===== src/hdl/fwna_pkg.sv =====
// Shared types and constants for the fixed-width number to ASCII block.
// Used by fwna_ctrl, fwna_datapath and the top level; depends on nothing.
`default_nettype none

package fwna_pkg;

  localparam int VALUE_W = 64;
  localparam int COUNT_W = 5;
  localparam int CHAR_W  = 7;
  localparam int BITCNT_W = 6;

  localparam logic [CHAR_W-1:0] ASCII_ZERO = 7'd48;
  localparam logic [CHAR_W-1:0] ASCII_A    = 7'd65;
  localparam logic [3:0]        DIGIT_TEN  = 4'd10;
  localparam logic [3:0]        DABBLE_MIN = 4'd5;
  localparam logic [3:0]        DABBLE_ADD = 4'd3;

  typedef enum logic [1:0] {
    ST_IDLE,
    ST_CONV,
    ST_EMIT
  } state_t;

  // Commands from the controller to the datapath
  typedef struct packed {
    logic load;
    logic shift;
    logic emit;
  } ctrl_cmd_t;

  // Status from the datapath to the controller
  typedef struct packed {
    logic hex_mode;
    logic zero_count;
    logic conv_done;
    logic last_digit;
  } ctrl_sts_t;

endpackage

`default_nettype wire


===== src/hdl/fwna_ctrl.sv =====
// Controller state machine: sequences load, binary-to-BCD conversion (decimal
// only) and character output. Depends on fwna_pkg.
`default_nettype none

module fwna_ctrl
  import fwna_pkg::*;
(
  input  wire logic      clk,
  input  wire logic      rst,
  input  wire logic      start,
  input  wire ctrl_sts_t sts,
  output logic           busy,
  output ctrl_cmd_t      cmd
);

  state_t state;
  state_t state_next;

  // State register
  always_ff @(posedge clk) begin
    if (rst) begin
      state <= ST_IDLE;
    end else begin
      state <= state_next;
    end
  end

  // Next state
  always_comb begin
    state_next = state;
    case (state)
      ST_IDLE: begin
        if (start) begin
          if (sts.zero_count) begin
            state_next = ST_IDLE;
          end else if (sts.hex_mode) begin
            state_next = ST_EMIT;
          end else begin
            state_next = ST_CONV;
          end
        end
      end
      ST_CONV: begin
        if (sts.conv_done) begin
          state_next = ST_EMIT;
        end
      end
      ST_EMIT: begin
        if (sts.last_digit) begin
          state_next = ST_IDLE;
        end
      end
      default: state_next = ST_IDLE;
    endcase
  end

  // Outputs
  always_comb begin
    busy      = 1'b1;
    cmd.load  = 1'b0;
    cmd.shift = 1'b0;
    cmd.emit  = 1'b0;
    case (state)
      ST_IDLE: begin
        busy     = 1'b0;
        cmd.load = start;
      end
      ST_CONV: cmd.shift = 1'b1;
      ST_EMIT: cmd.emit  = 1'b1;
      default: busy      = 1'b1;
    endcase
  end

endmodule

`default_nettype wire


===== src/hdl/fwna_datapath.sv =====
// Datapath: digit register, shift-add-3 BCD converter, counters and the
// character output register. Depends on fwna_pkg.
`default_nettype none

module fwna_datapath
  import fwna_pkg::*;
#(
  parameter int MAX_DIGITS = 20
) (
  input  wire logic               clk,
  input  wire logic               rst,
  input  wire logic               func,
  input  wire logic [VALUE_W-1:0] value,
  input  wire logic [COUNT_W-1:0] digit_count,
  input  wire ctrl_cmd_t          cmd,
  output ctrl_sts_t               sts,
  output logic [CHAR_W-1:0]       ascii_char,
  output logic                    last,
  output logic                    char_valid
);

  localparam int BCD_W = 4 * MAX_DIGITS;
  localparam int IDX_W = (MAX_DIGITS > 1) ? $clog2(MAX_DIGITS) : 1;
  localparam logic [COUNT_W-1:0] MAX_COUNT = COUNT_W'(MAX_DIGITS);

  logic [BCD_W-1:0]    digits;
  logic [VALUE_W-1:0]  shreg;
  logic [BITCNT_W-1:0] bitcnt;
  logic [IDX_W-1:0]    idx;

  logic [COUNT_W-1:0]  count_clamped;
  logic [BCD_W-1:0]    hex_load;
  logic [BCD_W-1:0]    adjusted;
  logic [BCD_W-1:0]    sel_shifted;
  logic [3:0]          cur_digit;
  logic [CHAR_W-1:0]   cur_char;

  // Clamp the requested count
  assign count_clamped = (digit_count > MAX_COUNT) ? MAX_COUNT : digit_count;

  // Hex digits are the low nibbles of the value, zero above bit 63
  generate
    if (BCD_W <= VALUE_W) begin : g_hex_trunc
      assign hex_load = value[BCD_W-1:0];
    end else begin : g_hex_pad
      assign hex_load = {{(BCD_W - VALUE_W){1'b0}}, value};
    end
  endgenerate

  // Add 3 to every BCD digit of 5 or more before the shift
  always_comb begin
    for (int k = 0; k < MAX_DIGITS; k++) begin
      if (digits[k*4 +: 4] >= DABBLE_MIN) begin
        adjusted[k*4 +: 4] = digits[k*4 +: 4] + DABBLE_ADD;
      end else begin
        adjusted[k*4 +: 4] = digits[k*4 +: 4];
      end
    end
  end

  // Current digit and its character
  assign sel_shifted = digits >> {idx, 2'b00};
  assign cur_digit   = sel_shifted[3:0];
  assign cur_char    = (cur_digit < DIGIT_TEN) ? (ASCII_ZERO + {3'b000, cur_digit})
                                               : (ASCII_A + {3'b000, cur_digit - DIGIT_TEN});

  // Status to the controller
  assign sts.hex_mode   = func;
  assign sts.zero_count = (digit_count == '0);
  assign sts.conv_done  = (bitcnt == BITCNT_W'(VALUE_W - 1));
  assign sts.last_digit = (idx == '0);

  // Digit register, shift register and counters
  always_ff @(posedge clk) begin
    if (cmd.load) begin
      idx    <= IDX_W'(count_clamped - 1'b1);
      bitcnt <= '0;
      shreg  <= value;
      if (func) begin
        digits <= hex_load;
      end else begin
        digits <= '0;
      end
    end else if (cmd.shift) begin
      digits <= {adjusted[BCD_W-2:0], shreg[VALUE_W-1]};
      shreg  <= {shreg[VALUE_W-2:0], 1'b0};
      bitcnt <= bitcnt + 1'b1;
    end else if (cmd.emit) begin
      idx <= idx - 1'b1;
    end
  end

  // Output register, one character per emit step
  always_ff @(posedge clk) begin
    if (rst) begin
      char_valid <= 1'b0;
    end else begin
      char_valid <= cmd.emit;
    end
  end

  always_ff @(posedge clk) begin
    if (cmd.emit) begin
      ascii_char <= cur_char;
      last       <= (idx == '0);
    end
  end

endmodule

`default_nettype wire


===== src/hdl/fixed_width_number_to_ascii.sv =====
// Top level of the fixed-width number to ASCII converter.
// Instantiates fwna_ctrl and fwna_datapath; depends on fwna_pkg.
//
// Usage:
//   An item (func, value, digit_count) is taken at a rising edge where start
//   is high and busy is low. The block then emits min(digit_count,
//   MAX_DIGITS) characters, most significant first, zero padded. Each
//   character appears on ascii_char for one cycle with char_valid high;
//   last marks the final one. func = 0 gives decimal digits (value modulo
//   10^n), func = 1 gives uppercase hex digits of the low 4n bits.
//   A count of zero produces no characters and busy stays low.
// Timing:
//   Decimal: shift-add-3 conversion of the whole value (one value bit per
//   cycle), then one character per cycle. Hex: no conversion; the emit
//   state follows acceptance directly.
//   The next item may be accepted in the cycle the last character shows.
// Reset: synchronous rst returns to idle and drops char_valid.
// The receiver cannot stall: every character is taken in its cycle.
`default_nettype none

module fixed_width_number_to_ascii
  import fwna_pkg::*;
#(
  parameter int MAX_DIGITS = 20
) (
  input  wire logic               clk,
  input  wire logic               rst,
  input  wire logic               start,
  output logic                    busy,
  input  wire logic               func,
  input  wire logic [VALUE_W-1:0] value,
  input  wire logic [COUNT_W-1:0] digit_count,
  output logic [CHAR_W-1:0]       ascii_char,
  output logic                    last,
  output logic                    char_valid
);

  ctrl_cmd_t cmd;
  ctrl_sts_t sts;

  fwna_ctrl u_ctrl (
    .clk   (clk),
    .rst   (rst),
    .start (start),
    .sts   (sts),
    .busy  (busy),
    .cmd   (cmd)
  );

  fwna_datapath #(
    .MAX_DIGITS (MAX_DIGITS)
  ) u_datapath (
    .clk         (clk),
    .rst         (rst),
    .func        (func),
    .value       (value),
    .digit_count (digit_count),
    .cmd         (cmd),
    .sts         (sts),
    .ascii_char  (ascii_char),
    .last        (last),
    .char_valid  (char_valid)
  );

`ifndef SYNTHESIS
  // Emitted characters are decimal digits or uppercase hex letters
  a_char_range: assert property (@(posedge clk) disable iff (rst)
    char_valid |-> ((ascii_char >= 7'd48 && ascii_char <= 7'd57) ||
                    (ascii_char >= 7'd65 && ascii_char <= 7'd70)))
    else $error("character out of range");

  // A nonzero count makes the block busy after acceptance
  a_busy_after_start: assert property (@(posedge clk) disable iff (rst)
    (start && !busy && digit_count != '0) |=> busy)
    else $error("busy not raised after accepting an item");

  // Nothing follows the last character in the next cycle
  a_gap_after_last: assert property (@(posedge clk) disable iff (rst)
    (char_valid && last) |=> !char_valid)
    else $error("character right after last");
`endif

endmodule

`default_nettype wire

===== config.mk =====
export PLATFORM = sky130hd
export DESIGN_NAME = fixed_width_number_to_ascii
export DESIGN_NICKNAME = d
export VERILOG_FILES = /design/src/hdl/fwna_pkg.sv /design/src/hdl/fwna_ctrl.sv /design/src/hdl/fwna_datapath.sv /design/src/hdl/fixed_width_number_to_ascii.sv
export SDC_FILE = /design/constraint.sdc
export NUM_CORES = 1
export LEC_CHECK = 0
export BUFFER_PORTS_ARGS = -buffer_cell sky130_fd_sc_hd__buf_4
export CAP_MARGIN = 20
export CORE_ASPECT_RATIO = 2
export CORE_MARGIN = 2
export CORE_UTILIZATION = 25
export CTS_BUF_LIST = sky130_fd_sc_hd__clkbuf_8
export DETAILED_ROUTE_END_ITERATION = 12
export GPL_TIMING_DRIVEN = 0
export HOLD_SLACK_MARGIN = 0.03
export REMOVE_ABC_BUFFERS = 1
export SLEW_MARGIN = 20
export SYNTH_ARGS = -nofsm -noshare
export SYNTH_HDL_FRONTEND = slang
export SYNTH_SLANG_ARGS = --single-unit

===== constraint.sdc =====
create_clock -name clk -period 7.1 [get_ports clk]
set_input_delay 0 -clock clk [delete_from_list [all_inputs] [get_ports clk]]
set_output_delay 0 -clock clk [all_outputs]
set_load 0.01 [all_outputs]

# Yosys cells after proc, flatten, opt, wreduce, memory -nomap -nowiden
# Index checks and enable logic that the tools add are counted.
# totals
ff_bits	166
inputBits	73
out_inout_bits	10
word_cells	111
# classes
add_sub_neg	26
magnitude_cmp	22
n_eq_ne	7
shift	1
n_mux	40
reduce_logical	7
# op_table
operator	count
$mux 64	3
$mux 80	2
$ge 4x3->1 const B	20
$shr 80x7->4	1
$add 4x2->4 const B	19
$mux 4	19
$mux 5	4
$logic_not 5->1	2
$mux 2	5
$sub 5x1->5 const B	2
$add 6x4->7 const A	1
$add 7x4->7 const A	1
$mux 7	1
$add 6x1->6 const B	1
$eq 6x6->1 const B	1
$ne 2x2->1 const B	3
$pmux 2 s3	1
$gt 5x5->1 const B	1
$lt 4x4->1 const B	1
$mux 1	4
$reduce_bool 2->1	2
$sub 4x4->4 const B	1
$add 3x2->3 const B	1
$mux 3	1
6 further kinds	6

# Logic depth before layout (Yosys ltp)
# Gate-level depths: netlist of run 1.
# depth
word_depth	5
depth_mapped	11
mapped_depth_nobuf	9

# Modules after synthesis
# A second synthesis of run 1 with hierarchy kept.
# unflattened
cells_unflattened	829
hier_area_um2	9375.2
# by_module_without_submodules
module	instances	cells_per_inst	area_per_inst_um2	seq_area_each_um2
fwna_datapath	1	815	9238.9	4854.7
fwna_ctrl	1	14	136.4	40.0

# Least setup slack after synthesis of run 1
# Ideal clock, no wire load.
# synth_path
path_kind	register to register
start	register u_ctrl.state[0]
end	register u_datapath.digits[0] (enable)
setup_time_ns	0.443
t_arrival_ns	2.813
required_time_ns	6.657
path_slack_ns	3.844
stages_incl_launch_ff	5
path_buffers	1
synth_period_minus_slack_ns	3.256
cell_sequence	dfxtp_1 -> or2_1 -> nor2_2 -> buf_2 -> or2_2
# synth_between
elab_chain_len	3
elab_cells_between_ends	5
cone_classes	eq/ne: 1; mux: 2; reduce/logical: 2
# synth_lines
item	line	text
from (decl)	fwna_ctrl.sv:16	state_t state;
from (signal assigned)	fwna_ctrl.sv:24	state <= state_next;
$eq 2x1->1 / $logic_not 2->1 (equally long branches)	fwna_ctrl.sv:63	case (state)
$mux 1	fwna_ctrl.sv:63	
$reduce_bool 2->1 (no line) (*)	-	
to (signal assigned)	fwna_datapath.sv:80	digits <= hex_load;
to (signal assigned)	fwna_datapath.sv:85	digits <= {adjusted[BCD_W-2:0], shreg[VALUE_W-1]};
to (decl)	fwna_datapath.sv:26	logic [BCD_W-1:0] digits;
# Every way passes the cells marked *; elsewhere a longest branch is shown, timed or not.
# A chain may end at the register's enable or synchronous reset.

# Final worst setup path of run 1
# layout_path
start	register u_datapath.idx[0]
end	register u_datapath.ascii_char[0], data pin
# layout_between
elab_chain_len	4
elab_cells_between_ends	6
cone_classes	add/sub: 3; order compare: 1; shift: 1; mux: 1
# layout_lines
item	line	text
from (decl)	fwna_datapath.sv:29	logic [IDX_W-1:0] idx;
from (signal assigned)	fwna_datapath.sv:76	idx <= IDX_W'(count_clamped - 1'b1);
from (signal assigned)	fwna_datapath.sv:89	idx <= idx - 1'b1;
$shr 80x7->4 (*)	fwna_datapath.sv:62	assign sel_shifted = digits >> {idx, 2'b00};
$sub 4x4->4	fwna_datapath.sv:65	: (ASCII_A + {3'b000, cur_digit - DIGIT_TEN});
$add 7x4->7	fwna_datapath.sv:65	
$mux 7 (*)	fwna_datapath.sv:64	assign cur_char = (cur_digit < DIGIT_TEN) ? (ASCII_ZERO + {3'b000, cur_digit})
via u_datapath.cur_char[0]	fwna_datapath.sv:36	logic [CHAR_W-1:0] cur_char;
to (signal assigned)	fwna_datapath.sv:104	ascii_char <= cur_char;
to (decl)	fwna_datapath.sv:17	output logic [CHAR_W-1:0] ascii_char,
# Mark *: on every way through the listed nets, which the timed path passes. The rest lies on a longest branch.

==> summary.md, run 1 <==
| Metric | Value |
|---|---|
| RR Endpoint | u_datapath.ascii_char[0] |
| Num ports | 83 |
| Number of synthesized flops with an enable pin | 157 |
| Post-Route WL | between 20 and 25 mm |
| Max capacitance violation total | 0 |
| Buffers from clock root to sink, at most | 2 |
| Main combinational cell family by area after synthesis | simple AND/OR/NAND/NOR gates |
| Hold slack | around 0.13 ns |
| Unrepaired setup endpoints after global routing | no |
| Commonest non-fill, non-tap cell in the layout | nand2_1 |
| Clock-pin slew on the worst setup and hold paths | approximately 0.10 ns |
| Worst path max stage delay | 0.79 ns |
| Share of cells above drive strength 1 | around an eighth |
| Core ar. | ~0.038 mm^2 |
| CTS sink count | between 150 and 200 |
| Largest net degree at the start of global routing | 67 |
| Setup Viol. Count Final | 0 |
| Sequential cell area | 0.00489 mm^2 |
| Cell Area, Placed | around 0.011 mm^2 |
| CP endpoint kind | register |
| Leakage power | around 4.7 nW |
| Total CTS buffers | 17 |
| Synth Flop Type | edfxtp_1 |
| Placer Congestion | 0.814 |
| Design area | about 0.012 mm^2 |
| First-pass iteration count of the detailed router | 4 |
| CTS tree | built |
| Tmin final | around 2.8 ns |
| Vias in the first global route | 7363 |
| Fmax achieved | about 0.36 GHz |
| PnR Total Power | ~3.7 mW |
| Mux contribution to synthesized area | under 10% |
| Post-Syn Area | approximately 0.0095 mm^2 |
| Global route total overflow | 0 |
| Status | finished clean |
| Root Buffer | clkbuf_8 |
| P per Cell Area | approximately 310 mW/mm^2 |
| Final Hold Fails | 0 |
| Least-Margin Pin Slew | between 0.9 and 1 ns |
| Critical Path, Cell by Cell | buf_8 > mux4_1 > a22oi_2 > o211ai_2 > o21ai_2 > xnor2_1 |
| Synth unique cells | 50 |
| Number of setup buffers added after CTS | 0 |
| Nets | between 1000 and 1500 |
| Clk_skew | around 0.017 ns |
| Fill count | approximately 3900 |
| Setup CP Type | register to register |
| Reg2reg path depth | 6 |
| Synth Area in Simple Gates | approximately a fifth |
| Critical path launch point type | register |
| Cts hold-fix bufs | 71 |
| Most frequent cells in the layout | nand2_1 (211), edfxtp_1 (157), buf_4 (82), a21oi_1 (73) |
| Clk_lat worst skew | 0.50 ns |
| Vias | ~7300 |
| Crit path DAT | roughly 3.0 ns |
| Post-CTS sizing | 0 |
| Placed Cells | roughly 1500 |
| Register area share after synthesis | about half |
| Hold worst-path end | u_datapath.idx[3] |
| Tcrit/Tclk final | 39.6% |
| Ys Warns | 0 |
| Ys async rst share | 0% |
| Detail Route Antenna Nets | 0 |
| Hold/Removal Path Class | primary input to register |
| Syn Inst Count | 959 |
| # DRC | 0 |
| Vert. Die Dim | between 200 and 300 um |
| Compound-Gate Fraction of Synth Area | between 10% and 20% |
| Die Width | around 140 um |
| VDD IR-drop max | between 100 and 150 uV |
| Slew HR | between 30% and 40% |
| Routed vias/inst | ~4.7 |
| Die area | 0.0397 mm^2 |
| Hold path start | digit_count[3] |
| Final HPWL DP | roughly 18 mm |
| Critical Path RT | 7.33 ns |
| Layout area overhead | 24.2% |
| Routed WL per cell | 15.4 um |
| Synthesized area per cell | 9.91 um^2 |
| H-tree Lvls | 4 |
| Reg-to-Reg Start | u_datapath.idx[0] |
| Total GRT Usage | between 10 and 15% |
| DR iter-0 viols | roughly 420 |
| FF+latch count, synth | approximately 170 |
| IO buf count | 82 |
| Hold depth | 4 |
| Post-synthesis adder-cell area fraction | a little under 6% |
| # rows | 101 |
| Area of the multi-input gates | ~0.0042 mm^2 |
| Synth Area in XOR/XNOR | between 4 and 5% |
| Fin cells | around 1600 |
| Initial Utilization | between 20% and 30% |
| Reg2reg setup slack | around 4.3 ns |
| Initial antenna violation count | 2 |
| Crit path max-delay cell type | edfxtp_1 |
| Worst-path fanout max | 15 |
| First-pass GRT wire length | approximately 38 mm |
| Final slew viol count | 0 |
report_power, final:
part | internal (mW) | switching (mW)
clock network | 0.258 | 0.422
logic | 0.594 | 0.766
registers | 1.44 | 0.234
sequential cells by signal, summed over array words and instances (netlist names):
register	cells
u_datapath.last	1
u_datapath.char_valid	1
u_datapath.ascii_char	7
u_datapath.shreg	64
u_datapath.idx	5
u_datapath.bitcnt	6
u_ctrl.state	2
u_datapath.digits	80
synthesized netlist by cell type (all sizes together) (6+ instances only):
master / number / area share, %
inv: 47 / 1.9
mux2i: 22 / 2.3
buf: 27 / 1.7
mux4: 8 / 1.9
o21ai: 69 / 3.7
a21oi: 75 / 4.0
nor2b: 7 / 0.49
edfxtp: 157 / 50
dfxtp: 9 / 1.9
xor2: 25 / 2.3
clkbuf: 19 / 0.75
nand2: 211 / 8.3
a22oi: 10 / 0.84
nor2: 47 / 1.9
xnor2: 23 / 2.1
nand2b: 21 / 1.4
nand3: 74 / 4.1
ha: 44 / 5.8
o31ai: 15 / 1.2
nor3b: 17 / 1.3
o211ai: 6 / 0.67
stage by stage:
| step | setup TNS [ns] | worst slack [ns] | utilization [%] |
|---|---|---|---|
| finish | 0 | 4.29 | 31.2 |
| global route | 0 | 4.23 | 31.2 |
| CTS | 0 | 4.31 | 31.2 |
| detailed placement | 0 | 4.34 | 28.4 |
| global placement | -409.89 | -2.80 | 27.7 |
| floorplan | 0 | 0.0422 | - |
layer usage:
metal | share of wire [%] | routed length, um | up-vias | global-route usage [%]
met1 | 37 | 9020 | 3544 | 12.5
met4 | 3.2 | 774 | 0 | 6.33
met5 | 0 | 0 | - | 0
met3 | 2.2 | 532 | 40 | 1.91
met2 | 57 | 13900 | 106 | 24.4
li1 | - | - | 3640 | -
final cells by class:
class                           instances  share of cell area [%]
Antenna cell                            2                  0.0424
Clock buffer                           17                    1.98
Clock inverter                         15                    1.13
Inverter                               47                    1.50
Multi-Input combinational cell        700                    35.7
Sequential cell                       166                    41.5
Tap cell                              463                    4.91
Timing Repair Buffer                  164                    13.3
worst max-delay path by stage:
stage                      start                       end  cells past startpoint
4_1_cts        u_datapath.idx[0]  u_datapath.ascii_char[0]                      6
5_1_grt        u_datapath.idx[0]  u_datapath.ascii_char[0]                      6
3_3_place_gp     u_ctrl.state[0]      u_datapath.shreg[48]                      3
2_1_floorplan    u_ctrl.state[0]      u_datapath.digits[0]                      3
3_5_place_dp   u_datapath.idx[0]  u_datapath.ascii_char[0]                      6
6_report       u_datapath.idx[0]  u_datapath.ascii_char[0]                      6
cell families (layout without fill, tap and decap cells):
logic type | after synthesis | after routing
AOI/OAI and AO/OA | 179 | 179
xor gates and xnor gates | 48 | 48
adders and majority gates | 44 | 44
buffers and inverters | 93 | 243
DFF | 166 | 166
muxes | 30 | 30
other | 0 | 2
and+or+nand+nor | 399 | 399
worst max-delay path: cells and delay by family, from the launching register on:
family / cells / cell delay, ns
mux: 1 / 0.66
buf+inv: 1 / 0.26
compound gates: 3 / 0.62
xor+xnor: 1 / 0.19
flops: 1 / 0.79
Note: power is estimated with default switching activity, not from simulation.
==> inputs of run 2 (changes only) <==
--- a/config.mk
+++ b/config.mk
@@ -5,6 +5,7 @@
 export SDC_FILE = /design/constraint.sdc
 export NUM_CORES = 1
 export LEC_CHECK = 0
+export ABC_AREA = 1
 export BUFFER_PORTS_ARGS = -buffer_cell sky130_fd_sc_hd__buf_4
 export CAP_MARGIN = 20
 export CORE_ASPECT_RATIO = 2
==> constraint.sdc (replaced) <==
create_clock -name clk -period 2.3 [get_ports clk]
set_input_delay 0 -clock clk [delete_from_list [all_inputs] [get_ports clk]]
set_output_delay 0 -clock clk [all_outputs]
set_load 0.01 [all_outputs]
==> run 2 against run 1 <==
Clock skew up 0.0032 ns. Count of clock-buffer cells in the layout unchanged. Critical endpoint is now u_datapath.ascii_char[2]. Maximum frequency rose by 25%. Die area rose by 1.0%. Register-to-register slack lost 4.2 ns. Worst hold slack got worse by 0.063 ns.
==> summary.md, run 2 <==
| Metric | Value |
|---|---|
| Number of synthesized flops with an enable pin | 157 |
| Critical Path RT | about 2.6 ns |
| Crit path DAT | 2.52 ns |
| Final slew viol count | 0 |
| Clk_lat worst skew | approximately 0.5 ns |
| CP delay by family, top | simple AND/OR/NAND/NOR gates |
| Switching pwr | roughly 7.1 mW |
| Stages on worst setup path | 12 |
| CTS sink count | about 170 |
| Yosys top cell by area | edfxtp_1 |
| Buffers from clock root to sink, at most | 2 |
| Root Buffer | clkbuf_8 |
| Crit path max-delay cell type | edfxtp_1 |
| Setup TNS | 0 ns |
| First-pass iteration count of the detailed router | 7 |
| Biggest register | u_datapath.digits |
| Worst path max stage delay | ~0.47 ns |
| Largest register FFs | 80 |
| Largest net degree at the start of global routing | 65 |
| Leakage power | 5.31 nW |
| Slew HR | ~50% |
| Num ports | between 80 and 90 |
| Most numerous cell in the Yosys netlist | nand2_1 |
| Buf+Inv Stages, Crit Path | 2 |
| Share of cells above drive strength 1 | between 10% and 20% |
| Register area share after synthesis | 51.0% |
| Top post-synthesis cells by area | edfxtp_1 (49%), nand2_1 (14%), ha_1 (5.7%), inv_1 (4.9%), nor2_1 (3.9%) |
| Synthesized area per cell | approximately 8.6 um^2 |
| P per Cell Area | 1360 mW/mm^2 |
| Ys Warns | 0 |
| Unrepaired setup endpoints after global routing | yes |
| Total GRT Usage | a little over an eighth |
| Core ar. | 0.0379 mm^2 |
| Switching part of the total | between 40 and 50% |
| Internal power | 9.36 mW |
| Post-Syn Area | approximately 0.0096 mm^2 |
| Fin util | 32.0% |
| Synth Flop Type | edfxtp_1 |
| Most frequent cells in the layout | nand2_1 (345), edfxtp_1 (157), inv_1 (126), nor2_1 (98), buf_4 (94) |
| Least-Margin Pin Slew | ~0.76 ns |
| Routed WL per cell | between 10 and 15 um |
| Status | finished clean |
| Initial antenna violation count | 1 |
| Hold/Removal Path Class | primary input to register |
| CP endpoint kind | register |
| Top flop regs | u_datapath.digits (80), u_datapath.shreg (64), u_datapath.ascii_char (7) |
| Final Hold Fails | 0 |
| Hold depth | 5 |
| Setup CP Type | register to register |
| Logic pwr share | just under 50% |
| Initial Utilization | around 25% |
| Vias | between 8000 and 9000 |
| Yosys top cell area share | ~49% |
| Placer Congestion | around 0.83 |
| Tmin final | around 2.2 ns |
| Critical Path, Cell by Cell | buf_8 > buf_6 > nand2_1 > nand3_1 > nand3_2 > nand3_1 > nand2_2 > a21oi_4 > ha_4 > xnor2_1 > nand3_1 > nand2_1 |
| Syn Inst Count | roughly 1100 |
| Nets | between 1000 and 1500 |
| Routed vias/inst | approximately 4.7 |
| CTS tree | built |
| Commonest non-fill, non-tap cell in the layout | nand2_1 |
| Reg2reg path depth | 12 |
| Cell mode on critical path | nand3_1 |
| Clk_skew | between 0.02 and 0.025 ns |
| Final HPWL DP | roughly 18 mm |
| DR iter-0 viols | approximately 390 |
| Clock-pin slew on the worst setup and hold paths | approximately 0.1 ns |
| First-pass GRT wire length | between 40 and 50 mm |
| Vias in the first global route | about 8400 |
| VDD IR-drop max | between 500 and 600 uV |
| Critical path launch point type | register |
| Most frequent cells after synthesis | nand2_1 (346), edfxtp_1 (157), inv_1 (125) |
| Post-Route WL | between 20 and 30 mm |
| # DRC | 0 |
| H-tree Lvls | 4 |
| Die area | around 0.04 mm^2 |
| Worst-path fanout max | 12 |
| Layout area overhead | 26.5% |
| Global route total overflow | 0 |
| IO buf count | roughly 80 |
| FF+latch count, synth | roughly 170 |
| Synth unique cells | 35 |
| Die Width | between 100 and 150 um |
| Ys async rst share | 0% |
| Vert. Die Dim | 281 um |
| Fill count | 3996 |
| Setup Viol. Count Final | 0 |
| Fmax achieved | roughly 0.45 GHz |
| Total CTS buffers | 17 |
| Clock share of power | 12.8% |
| Tcrit/Tclk final | 97.6% |
| # rows | 101 |
| Seq pwr share | 38.1% |
| Max capacitance violation total | 0 |
| Detail Route Antenna Nets | 0 |
[run 2: changes by cell type in the layout (fill, tap and decap cells not counted), sizes merged, moves of 22 or more]
cell,change
o22ai,+30
inv,+85
nand2,+140
o32ai,+23
nor2,+55
a21oi,-24
mux2i,-22
nand3,-32
[run 2: power groups by stage]
stage	registers [mW]	logic, mW	clock network [mW]
finish	6.28	8.08	2.11
global route	6.46	9.16	2.28
CTS	6.27	7.88	2.19
detailed placement	6.42	7.39	0
global placement	6.05	6.18	0
floorplan	6.17	5.19	0
[run 2: area by class of cell]
cell class,instances,area (um^2),share of cell area (%)
repair inverters,1,11.3,0.0927
inverters,135,544,4.48
multi-input cells,779,4050,33.3
repair buffers,178,1690,13.9
diodes,1,2.50,0.0206
clock buffers,17,234,1.93
clock inverters,15,143,1.17
flip-flops and latches,166,4890,40.3
well taps,463,579,4.77
[run 2: final timing paths]
check / start / to / slack, ns
max: u_datapath.idx[0] / u_datapath.ascii_char[2] / 0.05
min: digit_count[2] / u_datapath.idx[2] / 0.07
max reg2reg: u_datapath.idx[0] / u_datapath.ascii_char[2] / 0.05
min reg2reg: u_datapath.bitcnt[5] / u_datapath.bitcnt[5] / 0.47
[run 2: layer usage]
layer | wire, um | vias to the layer above | GRT usage (%)
li1 | - | 4091 | -
met1 | 9890 | 3913 | 13.4
met2 | 14100 | 180 | 24.6
met3 | 694 | 56 | 1.87
met4 | 1070 | 0 | 7.97
met5 | 0 | - | 0
[run 2: timing repair]
item	4_1_cts	5_1_grt
setup buffers	12	6
gates cloned	0	1
hold endpoints to repair	133	0
endpoints found under the setup margin	124	6
pin swaps	3	8
resized for setup	5	20
hold buffers	69	0
[run 2: logic make-up after synthesis]
| kind of cell | count (synthesis) | share of synthesized area (%) |
|---|---|---|
| DFF | 166 | 51.0 |
| adders and majority gates | 44 | 5.73 |
| AOI/OAI and AO/OA | 205 | 12.9 |
| buffers and inverters | 177 | 7.60 |
| and+or+nand+nor | 512 | 21.1 |
| xor gates and xnor gates | 18 | 1.64 |
[run 2: worst register-to-register path: cells and delay by family (launching register included)]
kind                       cells  cell delay (ns)
buffers and inverters          2             0.29
AOI/OAI and AO/OA              1             0.28
adders and majority gates      1             0.26
DFF                            1             0.47
xor gates and xnor gates       1             0.12
and+or+nand+nor                7             0.63
[run 2: per-stage QoR]
stage	instances	worst slack, ns	total power [mW]	hold slack (ns)	cell area, um^2
finish	1755	0.0544	16.5	0.0696	12100
global route	1755	-0.0856	17.9	0.0938	12100
CTS	1748	-0.0730	16.3	0.0349	12000
detailed placement	1635	-1.08	13.8	0.186	10800
global placement	1625	-11.33	12.2	0.183	10600
floorplan	1080	-5.66	11.4	0.0691	9380
